File: config.mk
export PLATFORM = sky130hd
export DESIGN_NAME = class_file_structure_walker_top
export DESIGN_NICKNAME = d
export VERILOG_FILES = /design/src/rtl/cfsw_pkg.sv /design/src/rtl/cfsw_queue.sv /design/src/rtl/cfsw_walker.sv /design/src/rtl/class_file_structure_walker_top.sv
export SDC_FILE = /design/constraint.sdc
export NUM_CORES = 1
export LEC_CHECK = 0
export BUFFER_PORTS_ARGS = -buffer_cell sky130_fd_sc_hd__buf_2
export CORE_AREA = 2 2 200 202
export DETAILED_ROUTE_END_ITERATION = 6
export DIE_AREA = 0 0 202 204
export GPL_ROUTABILITY_DRIVEN = 0
export MAX_ROUTING_LAYER = met4
export SLEW_MARGIN = 40
export SYNTH_ARGS = -nofsm -noshare
export SYNTH_HDL_FRONTEND = slang
export SYNTH_SLANG_ARGS = --single-unit
File: constraint.sdc
create_clock -name clk -period 16 [get_ports clk]
set_input_delay 1.6 -clock clk [delete_from_list [all_inputs] [get_ports clk]]
set_output_delay 1.6 -clock clk [all_outputs]
set_load 0.05 [all_outputs]
File: src/rtl/cfsw_pkg.sv
package cfsw_pkg;

	localparam logic [4:0] PH_MAGIC   = 5'd0;
	localparam logic [4:0] PH_VERSION = 5'd1;
	localparam logic [4:0] PH_PCOUNT  = 5'd2;
	localparam logic [4:0] PH_PTAG    = 5'd3;
	localparam logic [4:0] PH_PBODY   = 5'd4;
	localparam logic [4:0] PH_ULEN    = 5'd5;
	localparam logic [4:0] PH_UTEXT   = 5'd6;
	localparam logic [4:0] PH_CHDR    = 5'd7;
	localparam logic [4:0] PH_IFACE   = 5'd8;
	localparam logic [4:0] PH_FCOUNT  = 5'd9;
	localparam logic [4:0] PH_FHDR    = 5'd10;
	localparam logic [4:0] PH_MCOUNT  = 5'd11;
	localparam logic [4:0] PH_MHDR    = 5'd12;
	localparam logic [4:0] PH_AHDR    = 5'd13;
	localparam logic [4:0] PH_FBODY   = 5'd14;
	localparam logic [4:0] PH_MBODY   = 5'd15;
	localparam logic [4:0] PH_TRAIL   = 5'd16;
	localparam logic [4:0] PH_STOP    = 5'd17;

	localparam logic [31:0] CLASS_MAGIC = 32'hCAFE_BABE;

	localparam logic [1:0] ERR_NONE  = 2'd0;
	localparam logic [1:0] ERR_MAGIC = 2'd1;
	localparam logic [1:0] ERR_TAG   = 2'd2;

	localparam logic [7:0] TAG_UTF8   = 8'd1;
	localparam logic [7:0] TAG_INT    = 8'd3;
	localparam logic [7:0] TAG_FLOAT  = 8'd4;
	localparam logic [7:0] TAG_LONG   = 8'd5;
	localparam logic [7:0] TAG_DOUBLE = 8'd6;
	localparam logic [7:0] TAG_CLASS  = 8'd7;
	localparam logic [7:0] TAG_STRING = 8'd8;
	localparam logic [7:0] TAG_FREF   = 8'd9;
	localparam logic [7:0] TAG_MREF   = 8'd10;
	localparam logic [7:0] TAG_IMREF  = 8'd11;
	localparam logic [7:0] TAG_NAT    = 8'd12;

	localparam int QDEPTH = 4;
	localparam int QAW    = 2;

	typedef struct packed {
		logic [7:0] data_byte;
		logic       start_of_file;
	} in_item_t;

	typedef struct packed {
		logic [4:0]  region;
		logic [15:0] pool_index;
		logic [7:0]  pool_tag;
		logic        attr_body_first;
		logic        attr_body_last;
		logic [31:0] attr_length;
		logic [1:0]  error_code;
	} out_item_t;

endpackage

File: src/rtl/cfsw_queue.sv
module cfsw_queue (
	input  logic                clk,
	input  logic                arst_n,
	input  logic                in_valid,
	output logic                in_ready,
	input  cfsw_pkg::in_item_t  in_item,
	output logic                out_valid,
	input  logic                out_ready,
	output cfsw_pkg::in_item_t  out_item
);
	import cfsw_pkg::*;

	in_item_t       mem_q [QDEPTH];
	logic [QAW-1:0] wp_q, rp_q;
	logic [QAW:0]   cnt_q;
	logic           push, pop;

	assign in_ready  = (cnt_q != QAW'(0) + (QAW+1)'(QDEPTH));
	assign out_valid = (cnt_q != '0);
	assign out_item  = mem_q[rp_q];
	assign push      = in_valid && in_ready;
	assign pop       = out_valid && out_ready;

	always_ff @(posedge clk) begin
		if (push) begin
			mem_q[wp_q] <= in_item;
		end
	end

	always_ff @(posedge clk or negedge arst_n) begin
		if (!arst_n) begin
			wp_q  <= '0;
			rp_q  <= '0;
			cnt_q <= '0;
		end else begin
			if (push) begin
				wp_q <= wp_q + 1'b1;
			end
			if (pop) begin
				rp_q <= rp_q + 1'b1;
			end
			cnt_q <= cnt_q + (QAW+1)'(push) - (QAW+1)'(pop);
		end
	end

	a_no_overflow: assert property (@(posedge clk) disable iff (!arst_n)
		cnt_q <= (QAW+1)'(QDEPTH)) else $error("queue overflow");
	a_full_blocks: assert property (@(posedge clk) disable iff (!arst_n)
		(cnt_q == (QAW+1)'(QDEPTH)) |-> !in_ready) else $error("full queue ready");
	a_pop_count: assert property (@(posedge clk) disable iff (!arst_n)
		(pop && !push) |=> (cnt_q == $past(cnt_q) - 1'b1)) else $error("bad count");
endmodule

File: src/rtl/cfsw_walker.sv
module cfsw_walker (
	input  logic                clk,
	input  logic                arst_n,
	input  logic                magic_check_enable,
	input  logic                in_valid,
	output logic                in_ready,
	input  cfsw_pkg::in_item_t  in_item,
	output logic                out_valid,
	input  logic                out_ready,
	output cfsw_pkg::out_item_t out_item
);
	import cfsw_pkg::*;

	logic [4:0]  phase_q;
	logic [3:0]  bcnt_q;
	logic [31:0] shift_q;
	logic [15:0] pcount_q, slot_q, items_q, attrs_q;
	logic [7:0]  tag_q;
	logic [31:0] left_q;
	logic        inm_q;
	logic [1:0]  serr_q;
	logic        ovalid_q;
	out_item_t   oitem_q;

	logic [4:0]  ph, n_ph;
	logic [3:0]  bc, n_bc, bci;
	logic [31:0] sh, n_sh, shin;
	logic [15:0] pc, n_pc, sl, n_sl, it, n_it, at, n_at;
	logic [7:0]  tg, n_tg;
	logic [31:0] lf, n_lf;
	logic        im, n_im;
	logic [1:0]  se, n_se;
	out_item_t   r;
	logic        take;
	logic [3:0]  psize;
	logic        bad_tag;
	logic [16:0] nslot;
	logic [15:0] it_dec, at_dec;

	assign in_ready  = !ovalid_q || out_ready;
	assign take      = in_valid && in_ready;
	assign out_valid = ovalid_q;
	assign out_item  = oitem_q;

	always_comb begin
		bad_tag = 1'b0;
		psize   = 4'd0;
		unique case (in_item.data_byte)
			TAG_LONG, TAG_DOUBLE: psize = 4'd8;
			TAG_INT, TAG_FLOAT, TAG_FREF, TAG_MREF, TAG_IMREF, TAG_NAT: psize = 4'd4;
			TAG_CLASS, TAG_STRING: psize = 4'd2;
			TAG_UTF8: psize = 4'd0;
			default: bad_tag = 1'b1;
		endcase
	end

	always_comb begin
		ph = phase_q; bc = bcnt_q; sh = shift_q; pc = pcount_q; sl = slot_q;
		tg = tag_q; it = items_q; at = attrs_q; lf = left_q; im = inm_q; se = serr_q;
		if (in_item.start_of_file) begin
			ph = PH_MAGIC; bc = '0; sh = '0; pc = '0; sl = '0;
			tg = '0; it = '0; at = '0; lf = '0; im = 1'b0; se = ERR_NONE;
		end
		n_ph = ph; n_bc = bc; n_sh = sh; n_pc = pc; n_sl = sl;
		n_tg = tg; n_it = it; n_at = at; n_lf = lf; n_im = im; n_se = se;
		shin   = {sh[23:0], in_item.data_byte};
		bci    = bc + 4'd1;
		nslot  = {1'b0, sl} + ((tg == TAG_LONG || tg == TAG_DOUBLE) ? 17'd2 : 17'd1);
		it_dec = it - 16'd1;
		at_dec = at - 16'd1;
		r = '0;
		r.region = ph;
		unique case (ph)
			PH_MAGIC: begin
				n_sh = shin; n_bc = bci;
				if (bci == 4'd4) begin
					n_bc = '0;
					if (magic_check_enable && shin != CLASS_MAGIC) begin
						r.error_code = ERR_MAGIC; n_se = ERR_MAGIC; n_ph = PH_STOP;
					end else begin
						n_ph = PH_VERSION;
					end
				end
			end
			PH_VERSION: begin
				n_bc = bci;
				if (bci == 4'd4) begin
					n_bc = '0; n_ph = PH_PCOUNT;
				end
			end
			PH_PCOUNT: begin
				n_sh = shin; n_bc = bci;
				if (bci == 4'd2) begin
					n_bc = '0; n_pc = shin[15:0]; n_sl = 16'd1;
					n_ph = (shin[15:0] > 16'd1) ? PH_PTAG : PH_CHDR;
				end
			end
			PH_PTAG: begin
				r.pool_index = sl; r.pool_tag = in_item.data_byte;
				n_tg = in_item.data_byte; n_bc = '0;
				if (bad_tag) begin
					r.error_code = ERR_TAG; n_se = ERR_TAG; n_ph = PH_STOP;
				end else if (in_item.data_byte == TAG_UTF8) begin
					n_ph = PH_ULEN;
				end else begin
					n_lf = {28'd0, psize}; n_ph = PH_PBODY;
				end
			end
			PH_PBODY, PH_UTEXT: begin
				r.pool_index = sl; r.pool_tag = tg;
				if (lf <= 32'd1) begin
					n_lf = '0; n_sl = nslot[15:0]; n_bc = '0;
					n_ph = (nslot < {1'b0, pc}) ? PH_PTAG : PH_CHDR;
				end else begin
					n_lf = lf - 32'd1;
				end
			end
			PH_ULEN: begin
				r.pool_index = sl; r.pool_tag = tg;
				n_sh = shin; n_bc = bci;
				if (bci == 4'd2) begin
					n_bc = '0; n_lf = {16'd0, shin[15:0]};
					if (shin[15:0] == 16'd0) begin
						n_sl = nslot[15:0];
						n_ph = (nslot < {1'b0, pc}) ? PH_PTAG : PH_CHDR;
					end else begin
						n_ph = PH_UTEXT;
					end
				end
			end
			PH_CHDR: begin
				n_sh = shin; n_bc = bci;
				if (bci == 4'd8) begin
					n_bc = '0; n_it = shin[15:0];
					n_ph = (shin[15:0] != 16'd0) ? PH_IFACE : PH_FCOUNT;
				end
			end
			PH_IFACE: begin
				n_bc = bci;
				if (bci == 4'd2) begin
					n_bc = '0; n_it = it_dec;
					if (it_dec == 16'd0) begin
						n_ph = PH_FCOUNT;
					end
				end
			end
			PH_FCOUNT, PH_MCOUNT: begin
				n_sh = shin; n_bc = bci;
				if (bci == 4'd2) begin
					n_bc = '0; n_it = shin[15:0]; n_im = (ph == PH_MCOUNT);
					if (shin[15:0] != 16'd0) begin
						n_ph = n_im ? PH_MHDR : PH_FHDR;
					end else begin
						n_ph = n_im ? PH_TRAIL : PH_MCOUNT;
					end
				end
			end
			PH_FHDR, PH_MHDR: begin
				n_sh = shin; n_bc = bci;
				if (bci == 4'd8) begin
					n_bc = '0; n_at = shin[15:0];
					if (shin[15:0] != 16'd0) begin
						n_ph = PH_AHDR;
					end else begin
						n_it = it_dec;
						if (it_dec != 16'd0) begin
							n_ph = im ? PH_MHDR : PH_FHDR;
						end else begin
							n_ph = im ? PH_TRAIL : PH_MCOUNT;
						end
					end
				end
			end
			PH_AHDR: begin
				n_sh = shin; n_bc = bci;
				if (bci == 4'd6) begin
					n_bc = '0; r.attr_length = shin; n_lf = shin;
					if (shin == 32'd0) begin
						n_at = at_dec;
						if (at_dec != 16'd0) begin
							n_ph = PH_AHDR;
						end else begin
							n_it = it_dec;
							if (it_dec != 16'd0) begin
								n_ph = im ? PH_MHDR : PH_FHDR;
							end else begin
								n_ph = im ? PH_TRAIL : PH_MCOUNT;
							end
						end
					end else begin
						n_ph = im ? PH_MBODY : PH_FBODY;
					end
				end
			end
			PH_FBODY, PH_MBODY: begin
				r.attr_length     = sh;
				r.attr_body_first = (lf == sh);
				r.attr_body_last  = (lf <= 32'd1);
				if (lf <= 32'd1) begin
					n_lf = '0; n_at = at_dec;
					if (at_dec != 16'd0) begin
						n_ph = PH_AHDR;
					end else begin
						n_it = it_dec;
						if (it_dec != 16'd0) begin
							n_ph = im ? PH_MHDR : PH_FHDR;
						end else begin
							n_ph = im ? PH_TRAIL : PH_MCOUNT;
						end
					end
				end else begin
					n_lf = lf - 32'd1;
				end
			end
			PH_TRAIL: begin
			end
			default: begin
				r.region = PH_STOP; r.error_code = se;
			end
		endcase
	end

	always_ff @(posedge clk or negedge arst_n) begin
		if (!arst_n) begin
			phase_q <= PH_MAGIC; bcnt_q <= '0; shift_q <= '0; pcount_q <= '0;
			slot_q <= '0; tag_q <= '0; items_q <= '0; attrs_q <= '0; left_q <= '0;
			inm_q <= 1'b0; serr_q <= ERR_NONE; ovalid_q <= 1'b0;
		end else begin
			if (take) begin
				phase_q <= n_ph; bcnt_q <= n_bc; shift_q <= n_sh; pcount_q <= n_pc;
				slot_q <= n_sl; tag_q <= n_tg; items_q <= n_it; attrs_q <= n_at;
				left_q <= n_lf; inm_q <= n_im; serr_q <= n_se;
			end
			if (take) begin
				ovalid_q <= 1'b1;
			end else if (out_ready) begin
				ovalid_q <= 1'b0;
			end
		end
	end

	always_ff @(posedge clk) begin
		if (take) begin
			oitem_q <= r;
		end
	end

	a_stop_err: assert property (@(posedge clk) disable iff (!arst_n)
		(phase_q == PH_STOP) |-> (serr_q != ERR_NONE)) else $error("stop without error");
	a_hold: assert property (@(posedge clk) disable iff (!arst_n)
		(ovalid_q && !out_ready) |=> $stable(oitem_q)) else $error("result lost");
	a_bcnt: assert property (@(posedge clk) disable iff (!arst_n)
		bcnt_q < 4'd8) else $error("byte count overrun");
endmodule

File: src/rtl/class_file_structure_walker_top.sv
// Class file structure walker: takes a class file one byte per item and returns one
// classification per byte (region, pool slot and tag, attribute body marks and length,
// error code). Assert start_of_file on the first byte of each file. Throughput is one
// byte per cycle while out_ready does not stall the walker's registered result; each byte
// passes through a four-entry input queue and the registered result.
module class_file_structure_walker_top (
	input  logic        clk,
	input  logic        arst_n,
	input  logic        cfg_we,
	input  logic        cfg_wdata,
	input  logic        in_valid,
	output logic        in_ready,
	input  logic [7:0]  data_byte,
	input  logic        start_of_file,
	output logic        out_valid,
	input  logic        out_ready,
	output logic [4:0]  region,
	output logic [15:0] pool_index,
	output logic [7:0]  pool_tag,
	output logic        attr_body_first,
	output logic        attr_body_last,
	output logic [31:0] attr_length,
	output logic [1:0]  error_code
);
	import cfsw_pkg::*;

	logic      magic_en_q;
	in_item_t  qin, qout;
	out_item_t res;
	logic      qv, qr;

	always_ff @(posedge clk or negedge arst_n) begin
		if (!arst_n) begin
			magic_en_q <= 1'b1;
		end else if (cfg_we) begin
			magic_en_q <= cfg_wdata;
		end
	end

	assign qin.data_byte     = data_byte;
	assign qin.start_of_file = start_of_file;

	cfsw_queue u_queue (
		.clk(clk), .arst_n(arst_n),
		.in_valid(in_valid), .in_ready(in_ready), .in_item(qin),
		.out_valid(qv), .out_ready(qr), .out_item(qout)
	);

	cfsw_walker u_walker (
		.clk(clk), .arst_n(arst_n), .magic_check_enable(magic_en_q),
		.in_valid(qv), .in_ready(qr), .in_item(qout),
		.out_valid(out_valid), .out_ready(out_ready), .out_item(res)
	);

	assign region          = res.region;
	assign pool_index      = res.pool_index;
	assign pool_tag        = res.pool_tag;
	assign attr_body_first = res.attr_body_first;
	assign attr_body_last  = res.attr_body_last;
	assign attr_length     = res.attr_length;
	assign error_code      = res.error_code;
endmodule
# After elaboration in Yosys (flattened, before gate mapping)
# Memory sizes are Yosys's and may differ from the RTL's.
# Index checks and enable logic that the tools add are counted.
[word_totals]
n_memories = 1
ramBits = 36
ff_bits = 222
[mem_list]
columns = ["memory", "words", "width", "read_ports", "rd_clocked_by_memory_dff", "write_ports", "line_no", "source"]
rows = [
  ["u_queue.mem_q", 4, 9, 1, 0, 1, "cfsw_queue.sv:13", "in_item_t mem_q [QDEPTH];"],
]
[classes]
eq_ne = 36
n_mux = 96
n_addsub = 9
n_lt_le_gt_ge = 3
reduce_logical = 31
[op_table]
columns = ["cell", "n"]
rows = [
  ["16-bit 2-to-1 mux", 23],
  ["32-bit 2-to-1 mux", 9],
  ["32-bit one-hot mux with 4 select lines", 1],
  ["5-bit 2-to-1 mux", 23],
  ["16-bit one-hot mux with 3 select lines", 2],
  ["16-bit one-hot mux with 6 select lines", 1],
  ["32-bit one-hot mux with 2 select lines", 1],
  ["5-bit one-hot mux with 12 select lines", 1],
  ["8-bit by 3-bit equality test with 1-bit output, second input constant", 6],
  ["24-bit one-hot mux with 2 select lines", 1],
  ["16-bit nonzero test", 3],
  ["5-bit by 4-bit equality test with 1-bit output, second input constant", 8],
  ["8-bit by 4-bit equality test with 1-bit output, second input constant", 5],
  ["32-bit equality test", 1],
  ["32-bit by 1-bit <= comparator with 1-bit output, second input constant", 1],
  ["16-bit zero test", 2],
  ["32-bit zero test", 1],
  ["32-bit inequality test, second input constant", 1],
  ["16-bit by 1-bit subtractor with 16-bit output, second input constant", 2],
  ["32-bit by 1-bit subtractor with 32-bit output, second input constant", 1],
  ["4-bit 2-to-1 mux", 6],
  ["4-bit one-hot mux with 6 select lines", 1],
  ["5-bit by 3-bit equality test with 1-bit output, second input constant", 4],
  ["16-bit by 17-bit adder with 17-bit output", 1],
  ["other kinds (37)", 70],
]

# Longest topological paths before layout
# An unclocked memory read counts as a cell.
[logic_depth]
word_depth = 11
ltp_mapped = 24
mapped_depth_nobuf = 18

# Cells and area by module
# From an unflattened synthesis, not the netlist that was laid out.
[unflattened]
cells_unflattened = 1847
hier_area_um2 = 16761.1
[modules_own_cells]
columns = ["module", "area_each_um2", "seq_area_each_um2", "instances", "cells_each"]
rows = [
  ["cfsw_walker", 14944.3, 5680.4, 1, 1757],
  ["cfsw_queue", 1775.5, 1256.2, 1, 88],
  ["class_file_structure_walker_top", 41.3, 26.3, 1, 2],
]

# Worst setup path before layout
# OpenSTA, ideal clock, no wires.
[synth_timing]
kind = "register to register"
startpoint = "register u_queue.rp_q[0]"
endpoint = "register u_walker.phase_q[2]"
period_less_slack_ns = 5.791
setup_ns = 0.126
required_time_ns = 15.874
setup_slack_ns = 10.209
stages_incl_launch_ff = 25
t_arrival_ns = 5.665
n_path_buf = 8
path_cell_list = "dfrtp_1 -> buf_6 -> mux4_2 -> buf_2 -> buf_1 -> clkbuf_1 -> buf_1 -> clkbuf_1 -> clkbuf_1 -> clkbuf_1 -> nor2b_1 -> ha_1 -> fa_1 -> nand3_1 -> xor2_1 -> nor2_1 -> ha_1 -> and3_1 -> a221oi_1 -> a21oi_1 -> a2111oi_0 -> o21ai_0 -> a41oi_1 -> nor2_1 -> o32a_1"
[synth_between]
elab_chain_cells = 11
elab_cells_between_ends = 88
cone_classes = "add/sub (4); order compare (3); eq/ne (32); mux (35); reduce/logical (13); memory (1)"
[synth_lines]
columns = ["item", "line_no", "source"]
rows = [
  ["start, declared", "cfsw_queue.sv:14", "logic [QAW-1:0] wp_q, rp_q;"],
  ["start signal, assigned", "cfsw_queue.sv:40", "rp_q <= rp_q + 1'b1;"],
  ["memory 4 x 9 bit *", "--", ""],
  ["8-bit 2-to-1 mux", "cfsw_walker.sv:60", "if (in_item.start_of_file) begin"],
  ["8-bit by 3-bit equality test with 1-bit output", "cfsw_walker.sv:68", "nslot = {1'b0, sl} + ((tg == TAG_LONG || tg == TAG_DOUBLE) ? 17'd2 : 17'd1);"],
  ["1-bit logical OR", "cfsw_walker.sv:68", ""],
  ["2-bit 2-to-1 mux", "cfsw_walker.sv:68", ""],
  ["16-bit by 17-bit adder with 17-bit output", "cfsw_walker.sv:68", ""],
  ["17-bit by 16-bit less-than comparator with 1-bit output", "cfsw_walker.sv:113, cfsw_walker.sv:125", ""],
  ["3-bit 2-to-1 mux", "cfsw_walker.sv:113, cfsw_walker.sv:125", ""],
  ["5-bit 2-to-1 mux", "cfsw_walker.sv:123", "if (shin[15:0] == 16'd0) begin"],
  ["5-bit 2-to-1 mux", "cfsw_walker.sv:121", "if (bci == 4'd2) begin"],
  ["5-bit one-hot mux with 12 select lines *", "cfsw_walker.sv:73", "unique case (ph)"],
  ["end signal, assigned", "cfsw_walker.sv:230", "phase_q <= n_ph; bcnt_q <= n_bc; shift_q <= n_sh; pcount_q <= n_pc;"],
  ["end, declared", "cfsw_walker.sv:14", "logic [4:0] phase_q;"],
]
# Every way passes the cells marked *; elsewhere a longest branch is shown, timed or not.
# A chain may end at the register's enable or synchronous reset.

# Worst setup path after layout
[layout_timing]
startpoint = "register u_queue.rp_q[1]"
endpoint = "register u_walker.phase_q[2]"
# The elaborated chain is that of the path after synthesis.

==> run_results.csv <==
group,metric,value,unit
run,maxCapViolCount,0,
timing,skew,0.0379,ns
power,leakage,0.00753,uW
worst_setup_path,startpoint,"u_queue.rp_q[1]",
final_layout,multi_input_area,9670,sq um
timing,fin_crit_sh,36.7,%
final_layout,fin_area,19200,sq um
route,viasPerCell,6.59,
timing,rsz0062_at_grt,"no",
clock_tree,holdBufCountCts,0,
final_layout,drive_gt1_share,11.6,%
placement,dp.final_hpwl,41.4,mm
yosys,synthFlopType,"dfrtp_1",
worst_setup_path,reg2reg_slack,10.13,ns
die,start_util,44.4,%
yosys,syn_area,17400,sq um
worst_setup_path,worstSetupEndpoint,"u_walker.phase_q[2]",
yosys,synth_edf_count,101,
yosys,synth.top_cells.by_count,"nand2_1, o21ai_0, a21oi_1",
grt,grt_pass1_wl,94.8,mm
clock_tree,cts_resized,0,
die,dieHeight,204,um
grt,grt_pass1_vias,16000,
yosys,synth_cells,2031,
die,rows,73,
final_layout,n_fill_cell,3723,
clock_tree,post_cts_buffers,0,
worst_hold_path,hp-class,"reg -> reg",
grt,overflow,0,
die,fp.dieW,202,um
placement,dp.cells,2495,
grt,global_route.usage.met2,45.4,%
placement,portBuffers,81,
yosys,syn_area_per_cell,8.56,sq um
final_layout,regArea,6960,sq um
timing,layout_min_cycle_time,5.87,ns
grt,gr-max-usage-layer,"met2",
worst_setup_path,path_class,"reg -> reg",
grt,grt_max_degree,78,
timing,drv_slew,0,
route,ant_nets,0,
yosys,ys_seq_area_share,40.0,%
clock_tree,cts_buffers,30,
route,vias,16800,
worst_setup_path,required,16.46,ns
route,drt_iter0_markers,2136,
final_layout,final_cells,2552,
timing,worstMarginPinSlew,0.947,ns
yosys,yosys_warnings,0,
timing,finalHoldViolCount,0,
yosys,async_flop_share,60.9,%
clock_tree,cts_tree,"built",
worst_setup_path,path_max_fanout,38,
yosys,synth.most_common_cell,"nand2_1",
final_layout,syn_to_final_growth,10.3,%
worst_setup_path,cp-end-kind,"register",
clock_tree,clockRootBuffer,"clkbuf_16",
worst_setup_path,crit_path_top_delay_cell,"dfrtp_1",
die,coreArea,39200,sq um
yosys,yosysUniqueCellTypes,89,
route,first_pass_iters,6,
power,irDropWorstVdd,0.0940,mV
die,num_io_pins,82,
route,wirelength,60.9,mm
yosys,synthTopCellsByArea,"dfrtp_1, edfxtp_1, o21ai_0, nand2_1, a21oi_1",
grt,grt_antenna_before_repair,2,
die,die-area,41200,sq um
yosys,synth-seq-cells,258,
status,outcome,"completed",
grt,use_met3,5.26,%
timing,setup_tns,0,ns
worst_setup_path,cp_slowest_stage_delay,0.69,ns
worst_setup_path,reg2regPathDepth,19,
worst_setup_path,cp_cell_sequence,"mux2i_1, mux2_4, buf_4, and4_1, inv_1, ha_1, fa_1, nand3_1, xor2_1, nor2_1, ha_1, a21o_1, a221oi_1, a21oi_1, a2111oi_0, o21ai_0, a41oi_1, nor2_1, o32a_1",
final_layout,nNetsFinal,2051,
worst_setup_path,worstSetupStartpointType,"register",
grt,grtUsageTotal,30.0,%
worst_setup_path,cp.arrival,6.33,ns
yosys,syn-num-nets,2080,
clock_tree,cts_buffer_depth,3,
clock_tree,cts.htree.levels,1,
route,drcViolationCount,0,
timing,maxSlewHeadroom,36.8,%
yosys,synth_top_area_share,22.4,%
clock_tree,clock_latency,0.60,ns
timing,setup_violations,0,
timing,clock.fmax,0.170,GHz
worst_setup_path,rr_startpoint,"u_queue.rp_q[1]",
power,pwr_density_cell,198,nW/um^2
final_layout,utilization,49.0,%
clock_tree,clk_pin_slew_worst_paths,0.06,ns
yosys,synth_top_cell_by_area,"dfrtp_1",
route,wl_per_cell,23.9,um
worst_setup_path,r2r-end,"u_walker.phase_q[2]",
clock_tree,clock-sinks,258,
grt,grtUsageMet1,39.4,%
placement,placed_area,18100,sq um
==> per-stage QoR <==
| step | setup slack [ns] | total power (uW) | hold WS [ns] |
|---|---|---|---|
| global route | 9.81 | 3990 | 0.515 |
| CTS | 10.23 | 3740 | 0.495 |
| finish | 10.13 | 3790 | 0.494 |
| global placement | 10.45 | 3000 | 0.476 |
| floorplan | 10.21 | 2440 | 0.466 |
| detailed placement | 10.28 | 3030 | 0.482 |
==> per-layer routing <==
layer  share of wire (%)  vias up
met1                  41     8097
met3                 9.7      222
met5                   0        -
li1                    -     7547
met2                  44      959
met4                 5.0        0
==> sequential cells by signal, indices dropped and copies added (netlist names), 3 cells and up <==
signal             flops
u_walker.left_q       32
u_queue.mem_q         36
u_walker.pcount_q     16
u_walker.shift_q      32
u_walker.slot_q       16
u_walker.bcnt_q        4
u_walker.out_item     65
u_walker.tag_q         8
u_walker.attrs_q      16
u_queue.cnt_q          3
u_walker.phase_q       5
u_walker.items_q      16
==> critical path: cells and delay by family, from the launching register on <==
family,cells,cell delay (ns)
AND/OR/NAND/NOR,4,0.66
flip-flops,1,0.69
buffers and inverters,2,0.54
XOR/XNOR,1,0.14
adder cells (fa/ha/maj),3,1.07
AO/OA/AOI/OAI,7,1.88
multiplexers,2,0.74
==> where the power goes <==
group,switching (uW),leakage [uW],internal (uW)
Clock,292,0.000492,411
Sequential,271,0.00308,861
Combinational,1370,0.00396,585
Total,1930,0.00753,1860
==> cell families (layout without fill, tap and decap cells) <==
family,count (synthesis),after routing,share of synthesized area (%)
AOI/OAI and AO/OA,719,719,26.8
xor gates and xnor gates,57,57,2.87
adders and majority gates,34,34,2.53
buffers and inverters,225,220,4.94
DFF,258,258,40.0
muxes,45,45,3.37
other,0,1,0
and+or+nand+nor,693,693,19.5
==> cell usage in the layout, fill, tap and decap left out, types with 15 or more instances in the layout <==
cell,instances
buf_2,80
a31oi_1,25
o21ai_0,202
inv_1,46
and2_1,19
nor2_1,120
clkbuf_16,31
buf_4,34
mux2i_1,24
xnor2_1,34
edfxtp_1,101
nand3_1,64
a21o_1,32
nand2b_1,15
o31ai_1,24
and3_1,20
nor3_1,40
a22oi_1,17
ha_1,31
xor2_1,23
a22o_1,61
dfrtp_1,156
nor4_1,32
o211ai_1,29
a21oi_1,159
o22ai_1,22
or3_1,15
nand2_1,262
nand4_1,21
==> final cells by class <==
| cell class | count | area share, % |
|---|---|---|
| clock buffers | 40 | 4.48 |
| flip-flops and latches | 258 | 36.3 |
| well taps | 525 | 3.42 |
| clock inverters | 16 | 0.835 |
| inverters | 47 | 0.933 |
| multi-input cells | 1548 | 50.4 |
| repair buffers | 117 | 3.59 |
| diodes | 1 | 0.0130 |
==> worst min-delay path by stage <==
stage / startpoint / end / slack (ns) / depth (start not counted)
global route: u_walker.pcount_q[6] / u_walker.pcount_q[6] / 0.51 / 1
detailed placement: u_walker.pcount_q[14] / u_walker.pcount_q[14] / 0.48 / 1
global placement: u_walker.pcount_q[9] / u_walker.pcount_q[9] / 0.48 / 1
finish: u_walker.out_valid / u_walker.out_valid / 0.49 / 2
CTS: u_walker.pcount_q[14] / u_walker.pcount_q[14] / 0.49 / 1
floorplan: u_walker.pcount_q[10] / u_walker.pcount_q[10] / 0.47 / 1
Note: power is estimated with default switching activity, not from simulation.
